[src/rtl/lzd_pkg.sv]
// ----------------------------------------------------------------------------
// LZ two-escape decompressor package
// Constants, controller states and the command and status bundles.
// ----------------------------------------------------------------------------
package lzd_pkg;

  localparam int WINDOW_SIZE = 8192;
  localparam int WPTR_W      = $clog2(WINDOW_SIZE);
  localparam int HWM_W       = WPTR_W + 1;
  localparam int DIST_W      = 13;

  localparam logic [7:0] TAG_MASK   = 8'he0;
  localparam logic [7:0] TAG_VALUE  = 8'h80;
  localparam logic [7:0] SHORT_MASK = 8'h0f;

  typedef enum logic [3:0] {
    ST_ESC1,
    ST_ESC2,
    ST_DATA,
    ST_LONG_LO,
    ST_LONG_HI,
    ST_LONG_LEN,
    ST_SHORT,
    ST_STOPPED,
    ST_COPY_RD,
    ST_COPY_WR
  } lzd_state_e;

  typedef struct packed {
    logic wp_clear;
    logic set_esc_long;
    logic set_esc_short;
    logic set_dist_lo;
    logic set_dist_hi;
    logic start_long;
    logic start_short;
    logic lit_push;
    logic copy_read;
    logic copy_push;
    logic stop_emit;
  } lzd_cmd_t;

  typedef struct packed {
    logic esc_long_hit;
    logic esc_short_hit;
    logic tag_ok;
    logic dist_zero;
    logic long_len_zero;
    logic short_len_zero;
    logic rem_last;
    logic need_load;
    logic out_free;
  } lzd_status_t;

endpackage

[src/rtl/lzd_ctrl.sv]
// ----------------------------------------------------------------------------
// LZ two-escape decompressor controller
// Tracks the block phase and sequences match copies byte by byte.
// ----------------------------------------------------------------------------
module lzd_ctrl
  import lzd_pkg::*;
(
  input  logic        clk_i,
  input  logic        rst_ni,
  input  logic        in_valid_i,
  input  logic        in_first_i,
  output logic        in_ready_o,
  input  lzd_status_t status_i,
  output lzd_cmd_t    cmd_o
);

  lzd_state_e state_q, state_d, eff_state;
  logic       accept;

  always_ff @(posedge clk_i or negedge rst_ni) begin
    if (!rst_ni) begin
      state_q <= ST_ESC1;
    end else begin
      state_q <= state_d;
    end
  end

  always_comb begin
    state_d    = state_q;
    cmd_o      = '0;
    in_ready_o = 1'b0;
    accept     = 1'b0;
    eff_state  = state_q;

    unique case (state_q)
      ST_COPY_RD: begin
        cmd_o.copy_read = 1'b1;
        state_d         = ST_COPY_WR;
      end
      ST_COPY_WR: begin
        if (!status_i.need_load || status_i.out_free) begin
          cmd_o.copy_push = 1'b1;
          state_d         = status_i.rem_last ? ST_DATA : ST_COPY_RD;
        end
      end
      default: begin
        // Every input byte may produce one result, so wait for a free output slot.
        in_ready_o = status_i.out_free;
        accept     = in_valid_i && status_i.out_free;
      end
    endcase

    if (accept) begin
      if (in_first_i) begin
        eff_state      = ST_ESC1;
        cmd_o.wp_clear = 1'b1;
      end
      unique case (eff_state)
        ST_ESC1: begin
          cmd_o.set_esc_long = 1'b1;
          state_d            = ST_ESC2;
        end
        ST_ESC2: begin
          cmd_o.set_esc_short = 1'b1;
          state_d             = ST_DATA;
        end
        ST_DATA: begin
          if (status_i.esc_long_hit) begin
            state_d = ST_LONG_LO;
          end else if (status_i.esc_short_hit) begin
            state_d = ST_SHORT;
          end else begin
            cmd_o.lit_push = 1'b1;
          end
        end
        ST_LONG_LO: begin
          cmd_o.set_dist_lo = 1'b1;
          state_d           = ST_LONG_HI;
        end
        ST_LONG_HI: begin
          if (!status_i.tag_ok || status_i.dist_zero) begin
            cmd_o.stop_emit = 1'b1;
            state_d         = ST_STOPPED;
          end else begin
            cmd_o.set_dist_hi = 1'b1;
            state_d           = ST_LONG_LEN;
          end
        end
        ST_LONG_LEN: begin
          if (status_i.long_len_zero) begin
            state_d = ST_DATA;
          end else begin
            cmd_o.start_long = 1'b1;
            state_d          = ST_COPY_RD;
          end
        end
        ST_SHORT: begin
          if (status_i.short_len_zero) begin
            cmd_o.stop_emit = 1'b1;
            state_d         = ST_STOPPED;
          end else begin
            cmd_o.start_short = 1'b1;
            state_d           = ST_COPY_RD;
          end
        end
        default: begin
          state_d = state_q;
        end
      endcase
    end
  end

endmodule

[config.mk]
export PLATFORM = sky130hd
export DESIGN_NAME = lzd_ctrl
export DESIGN_NICKNAME = d
export VERILOG_FILES = /design/src/rtl/lzd_pkg.sv /design/src/rtl/lzd_ctrl.sv
export SDC_FILE = /design/constraint.sdc
export NUM_CORES = 1
export LEC_CHECK = 0
export BUFFER_PORTS_ARGS = -buffer_cell sky130_fd_sc_hd__buf_2
export CORE_AREA = 2 2 39 41
export DETAILED_ROUTE_END_ITERATION = 7
export DIE_AREA = 0 0 41 43
export HOLD_SLACK_MARGIN = 0.15
export PLACE_DENSITY = 0.79
export SLEW_MARGIN = 20
export SYNTH_ARGS = -nofsm -noshare
export SYNTH_HDL_FRONTEND = slang
export SYNTH_SLANG_ARGS = --single-unit
[constraint.sdc]
create_clock -name clk_i -period 1.88 [get_ports clk_i]
set_clock_uncertainty 0.15 [all_clocks]
set_input_delay 0.188 -clock clk_i [delete_from_list [all_inputs] [get_ports clk_i]]
set_output_delay 0.188 -clock clk_i [all_outputs]
set_load 0.005 [all_outputs]
==> flow_summary.yaml, run 1 <==
placed_design:
  io_buffers: 24
  gp_congestion: 0.938
  hpwl_um: 1140
  dp_slack_ps: 62.3
sta:
  fin_crit_ps: 1880
  layout_setup_ws_ps: -2.66
  slew_headroom_pct: 75.3
  setup_viol: 1
  fmax_mhz: 531
  final-max-slew-violation-count: 0
  tightest_slew_ps: 370
  min_period_over_period_pct: 100
  hold_viol: 0
  setup_tns_ps: -2.66
layout:
  antenna_cells: 0
  fin_util_pct: 57.0
  regMostFlops: "state_q"
  fin_nets: 121
  largest_reg_flops: 4
  area_delta_synth_final_pct: 43.8
  drive_gt1_share_pct: 48.1
  top_regs: "state_q x4"
grt:
  grtUsageMet3_pct: 3.66
  busiest_layer: "met2"
  overflow: 0
  grt_max_degree: 14
  globalRouteTotalUtil_pct: 19.8
  grtUsageMet1_pct: 26.8
  grtUsageMet2_pct: 29.1
  grt_pass1_vias: 573
  grt_pass1_wl_um: 2460
  antenna_found_initial: 0
setup_path:
  max_stage_delay_ps: 560
  r2r.worst_path.cells: 5
  crit_buf_inv: 1
  start_kind: "flip-flop"
  regToRegEndpoint: "state_q[3]"
  crit_family: "simple AND/OR/NAND/NOR gates"
  r2r_start: "state_q[3]"
  crit_path_start: "state_q[3]"
  crit_path_end_kind: "primary output"
  cp.depth: 3
  path_cells: "or4b_4, nor3_2, buf_2"
  worstPathRequired_ps: 1540
  worstSetupPathType: "flip-flop to primary output"
  rrSetupSlack_ps: 90
  worst-path-max-fanout: 6
  critPathSlowestCell: "or4b_4"
  cp.arrival_ps: 1540
  endpoint: "cmd_o[3]"
route:
  drc: 0
  wl_per_cell_um: 15.0
  vias: 732
  wirelength_um: 1820
  postRouteAntennaNets: 0
  vias_per_cell: 6.00
  dr.pass1.iters: 4
  drt-initial-drc-count: 26
cts:
  htree_num_levels: 1
  clock_latency_ps: 240
  clkSinkCount: 4
  path_clk_slew_ps: 40
  cts.path.max_buffers: 2
  cts_root_buf: "clkbuf_4"
  tritoncts: "yes"
  cts_made_buffers: 3
synth:
  synth_top_cell_area_share_pct: 18.3
  ys_ff_latch: 4
  synth_cell_types: 37
  yosys-top-cells-area: "dfrtp_1 18%, nor2_1 6.8%, nor3_1 5.5%"
  synth.largest_area_cell: "dfrtp_1"
  post_synth.cell_area_avg_um2: 7.41
  synth_nets: 87
  synth_area_um2: 548
  synthCells: 74
  seq_area_frac_synth_pct: 18.3
  ys_warn_count: 0
floorplanning:
  rows: 14
  num_io_pins: 25
  dieHeight_um: 43
  dieArea_mm2: 0.00176
  start_util_pct: 39.6
  die_x_um: 41
  core_mm2: 0.00138
min_path:
  whs_path_depth: 3
  min_path_type: "input pin to flip-flop"
pwr:
  p_per_area_mw_per_mm2: 991
  p_leak_uw: 0.000358
  vdd_drop_max_mv: 0.569
run_status:
  status: "finished with violations"
  violations: "negative setup slack"
job:
  drv_cap: 0
-- Yosys cell counts, drive strengths merged --
cell / instances
and3: 2
a2111oi: 1
a31o: 1
nand4: 1
and4b: 1
or3b: 1
a31oi: 2
nand2: 4
a21o: 1
nand2b: 3
nor4: 1
o2bb2ai: 1
nor2b: 3
o31ai: 1
nor3: 6
nor2: 10
nand4bb: 1
o21ai: 4
a211oi: 2
a32o: 1
o21bai: 1
o211ai: 1
and2: 2
a21oi: 4
clkbuf: 1
nor4b: 2
dfrtp: 4
or3: 2
nor3b: 1
buf: 6
or4b: 1
o211a: 1
o22ai: 1
-- what timing repair did --
action                                  CTS  global route
buffers inserted                          1             5
pin swaps                                 0             1
gates resized for setup                   4             4
hold endpoints to repair                  4             0
hold buffers                              2             0
endpoints found under the setup margin    3             6
-- placed cells by master (no fill, tap or decap), types with 2 or more instances in the layout --
cell type      Yosys  final
nor2_1            10     10
nand2_1            4      3
and2_1             2      2
a21oi_1            4      4
buf_4              1      9
dlygate4sd3_1      0      2
nor2b_1            3      3
buf_2              4     24
nor3_1             6      4
dfrtp_2            0      3
a211oi_1           2      2
a31oi_1            2      2
o21ai_0            4      4
nand2b_1           3      3
nor4b_1            2      2
clkbuf_4           0      3
nor3_2             0      2
-- how the worst min path moves through the flow --
| stage | startpoint | to | slack [ps] |
|---|---|---|---|
| detailed placement | rst_ni | state_q[2] | -150 |
| floorplan | rst_ni | state_q[0] | -260 |
| global route | status_i[2] | state_q[1] | 190 |
| CTS | status_i[2] | state_q[1] | 160 |
| finish | status_i[2] | state_q[1] | 180 |
| global placement | rst_ni | state_q[2] | -150 |
-- where the power goes --
group	switching, µW	internal, µW	total [µW]	leakage, µW
registers	61.9	123	185	0.0000452
clock network	41.0	71.8	113	0.0000138
logic	260	223	483	0.000299
total	363	419	782	0.000358
-- area by class of cell --
cell class              instances  area (µm²)
multi-input cells              63         429
fillers                       120         596
clock buffers                   3        22.5
flip-flops and latches          4         104
repair buffers                 36         213
well taps                      16        20.0
-- tightest hold or removal path, cell delays in order --
cell	delay, ps
buf_2	70
nand4_1	120
o21ai_0	130
-- metal layers --
metal  routed length (µm)  vias up
met4                   41        0
li1                     -      346
met1                  775      338
met2                  882       42
met3                  124        6
met5                    0        -
-- through the flow --
step	std cells	hold slack, ps	cell area [µm²]	total power (µW)
global route	122	194	788	831
CTS	117	158	732	710
finish	122	177	788	782
detailed placement	111	-149	676	567
global placement	111	-151	676	559
floorplan	74	-258	548	473
-- cell families after synthesis --
logic type             share of synthesized area, %
DFF                                            18.3
buffers and inverters                          7.76
and+or+nand+nor                                44.5
AOI/OAI and AO/OA                              29.5
No activity file was read; power rests on OpenSTA's default activity.
==> run 2, diff against run 1 <==
--- a/config.mk
+++ b/config.mk
@@ -7,9 +7,8 @@
 export LEC_CHECK = 0
 export BUFFER_PORTS_ARGS = -buffer_cell sky130_fd_sc_hd__buf_2
-export CORE_AREA = 2 2 39 41
+export CORE_UTILIZATION = 35
 export DETAILED_ROUTE_END_ITERATION = 7
-export DIE_AREA = 0 0 41 43
 export HOLD_SLACK_MARGIN = 0.15
-export PLACE_DENSITY = 0.79
+export PLACE_DENSITY = 0.7
 export SLEW_MARGIN = 20
 export SYNTH_ARGS = -nofsm -noshare
--- a/constraint.sdc
+++ b/constraint.sdc
@@ -3,3 +3,3 @@
 set_input_delay 0.188 -clock clk_i [delete_from_list [all_inputs] [get_ports clk_i]]
 set_output_delay 0.188 -clock clk_i [all_outputs]
-set_load 0.005 [all_outputs]
+set_load 0.02 [all_outputs]
==> flow_summary.yaml, run 2 (same netlist as run 1, synthesis figures left out) <==
route:
  dr.pass1.iters: 4
  vias_per_cell: 5.90
  drc: 0
  wl_per_cell_um: 13.8
  wirelength_um: 1730
  postRouteAntennaNets: 0
  vias: 737
  drt-initial-drc-count: 21
pwr:
  switching_share_pct: 45.6
  power.total_uw: 828
  p_switching_uw: 378
  seqPwrFrac_pct: 24.5
  clkPwrFrac_pct: 12.9
  vdd_drop_max_mv: 0.476
  p_leak_uw: 0.000380
  p_per_area_mw_per_mm2: 972
  p_comb_share_pct: 62.5
  cellInternalPower_uw: 451
sta:
  min_period_over_period_pct: 98.2
  final-max-slew-violation-count: 0
  fmax_mhz: 542
  hold_viol: 0
  tightest_slew_ps: 315
  slew_headroom_pct: 78.7
  setup_viol: 0
  layout_setup_ws_ps: 34.1
  rsz0062_at_grt: "true"
  whs_ps: 195
  fin_crit_ps: 1850
placed_design:
  post-place-cells: 111
  io_buffers: 24
  gp_congestion: 0.818
  dp_slack_ps: 37.5
  hpwl_um: 1140
layout:
  area_delta_synth_final_pct: 55.5
  regMostFlops: "state_q"
  largest_reg_flops: 4
  fin_nets: 125
  antenna_cells: 0
  top_regs: "state_q x4"
  fin_cells: 125
  final_common_cell: "buf_2"
  final_cell_mix: "23 x buf_2, 14 x buf_4, 10 x nor2_1"
  fillCellCount: 122
  drive_gt1_share_pct: 50.0
floorplanning:
  core_mm2: 0.00138
  die_x_um: 41.6
  rows: 13
  num_io_pins: 25
  start_util_pct: 39.6
  dieHeight_um: 41.6
  dieArea_mm2: 0.00173
grt:
  grt_pass1_vias: 607
  antenna_found_initial: 0
  grt_pass1_wl_um: 2590
  grt_max_degree: 15
  globalRouteTotalUtil_pct: 19.5
  overflow: 0
cts:
  cts_root_buf: "clkbuf_4"
  clkSinkCount: 4
  clock_latency_ps: 240
  cts_made_buffers: 3
  tritoncts: "yes"
  cts.path.max_buffers: 2
  htree_num_levels: 1
  path_clk_slew_ps: 40
setup_path:
  endpoint: "cmd_o[10]"
  worst-path-max-fanout: 5
  rrSetupSlack_ps: 90
  crit_path_end_kind: "primary output"
  worstPathRequired_ps: 1540
  start_kind: "flip-flop"
  r2r.worst_path.cells: 4
  worstSetupPathType: "flip-flop to primary output"
  crit_path_start: "state_q[2]"
  r2r_start: "state_q[3]"
  cp.arrival_ps: 1510
  regToRegEndpoint: "state_q[0]"
job:
  drv_cap: 0
min_path:
  min_path_type: "input pin to flip-flop"
  whs_path_depth: 4
run_status:
  status: "finished, final reports clean"
run 2: changes by cell type in the layout (fill, tap and decap cells not counted):
| cell | change |
|---|---|
| nand4bb_1 | -1 |
| nand4bb_4 | +1 |
| dlygate4sd3_1 | +1 |
| nand2_2 | -1 |
| nand2_4 | +1 |
| nor3_2 | -1 |
| buf_2 | -1 |
| nor3_4 | +1 |
| clkbuf_2 | -1 |
| buf_4 | +5 |
run 2: worst max-delay path: stages (launching register included):
cell and delay [ps]:
dfrtp_1 430, or3b_4 460, and3_2 220, buf_2 150
run 2: worst min path at each step:
stage	startpoint	end	slack (ps)
after global routing	status_i[1]	state_q[1]	240
after floorplan	rst_ni	state_q[0]	-260
after CTS	status_i[1]	state_q[1]	190
final	status_i[1]	state_q[1]	190
after global placement	rst_ni	state_q[2]	-150
after detailed placement	rst_ni	state_q[2]	-150
run 2: layout make-up:
cell class | instances | area (µm²) | share of cell area, %
Clock buffer | 3 | 22.5 | 2.64
Sequential cell | 4 | 104 | 12.2
Tap cell | 15 | 18.8 | 2.20
Timing Repair Buffer | 40 | 250 | 29.4
Multi-Input combinational cell | 63 | 457 | 53.6
run 2: stage by stage:
stage / TNS (ps) / instance area [µm²] / utilization, %
finish: 0 / 852 / 61.6
global route: -16.3 / 852 / 61.6
CTS: 0 / 812 / 58.7
detailed placement: 0 / 688 / 49.8
global placement: 0 / 688 / 49.8
floorplan: 0 / 554 / -
run 2: what timing repair did:
| action | in CTS | in global routing |
|---|---|---|
| hold endpoints to repair | 5 | 0 |
| buffers inserted | 5 | 3 |
| pin swaps | 1 | 2 |
| endpoints found under the setup margin | 6 | 7 |
| gates resized for setup | 7 | 4 |
| hold buffers | 3 | 0 |
run 2: layer usage:
layer	vias up	share of wire [%]	global-route usage, %
li1	358	-	-
met1	349	45	22.7
met2	28	49	33.8
met3	2	6.1	7.39
met4	0	0.35	4.52
met5	-	0	0
run 2: power groups by stage:
stage / Clock (µW) / Sequential [µW] / Combinational (µW)
5_1_grt: 118 / 207 / 568
3_3_place_gp: 0 / 195 / 397
6_report: 107 / 203 / 518
3_5_place_dp: 0 / 195 / 402
2_1_floorplan: 0 / 139 / 354
4_1_cts: 110 / 196 / 459
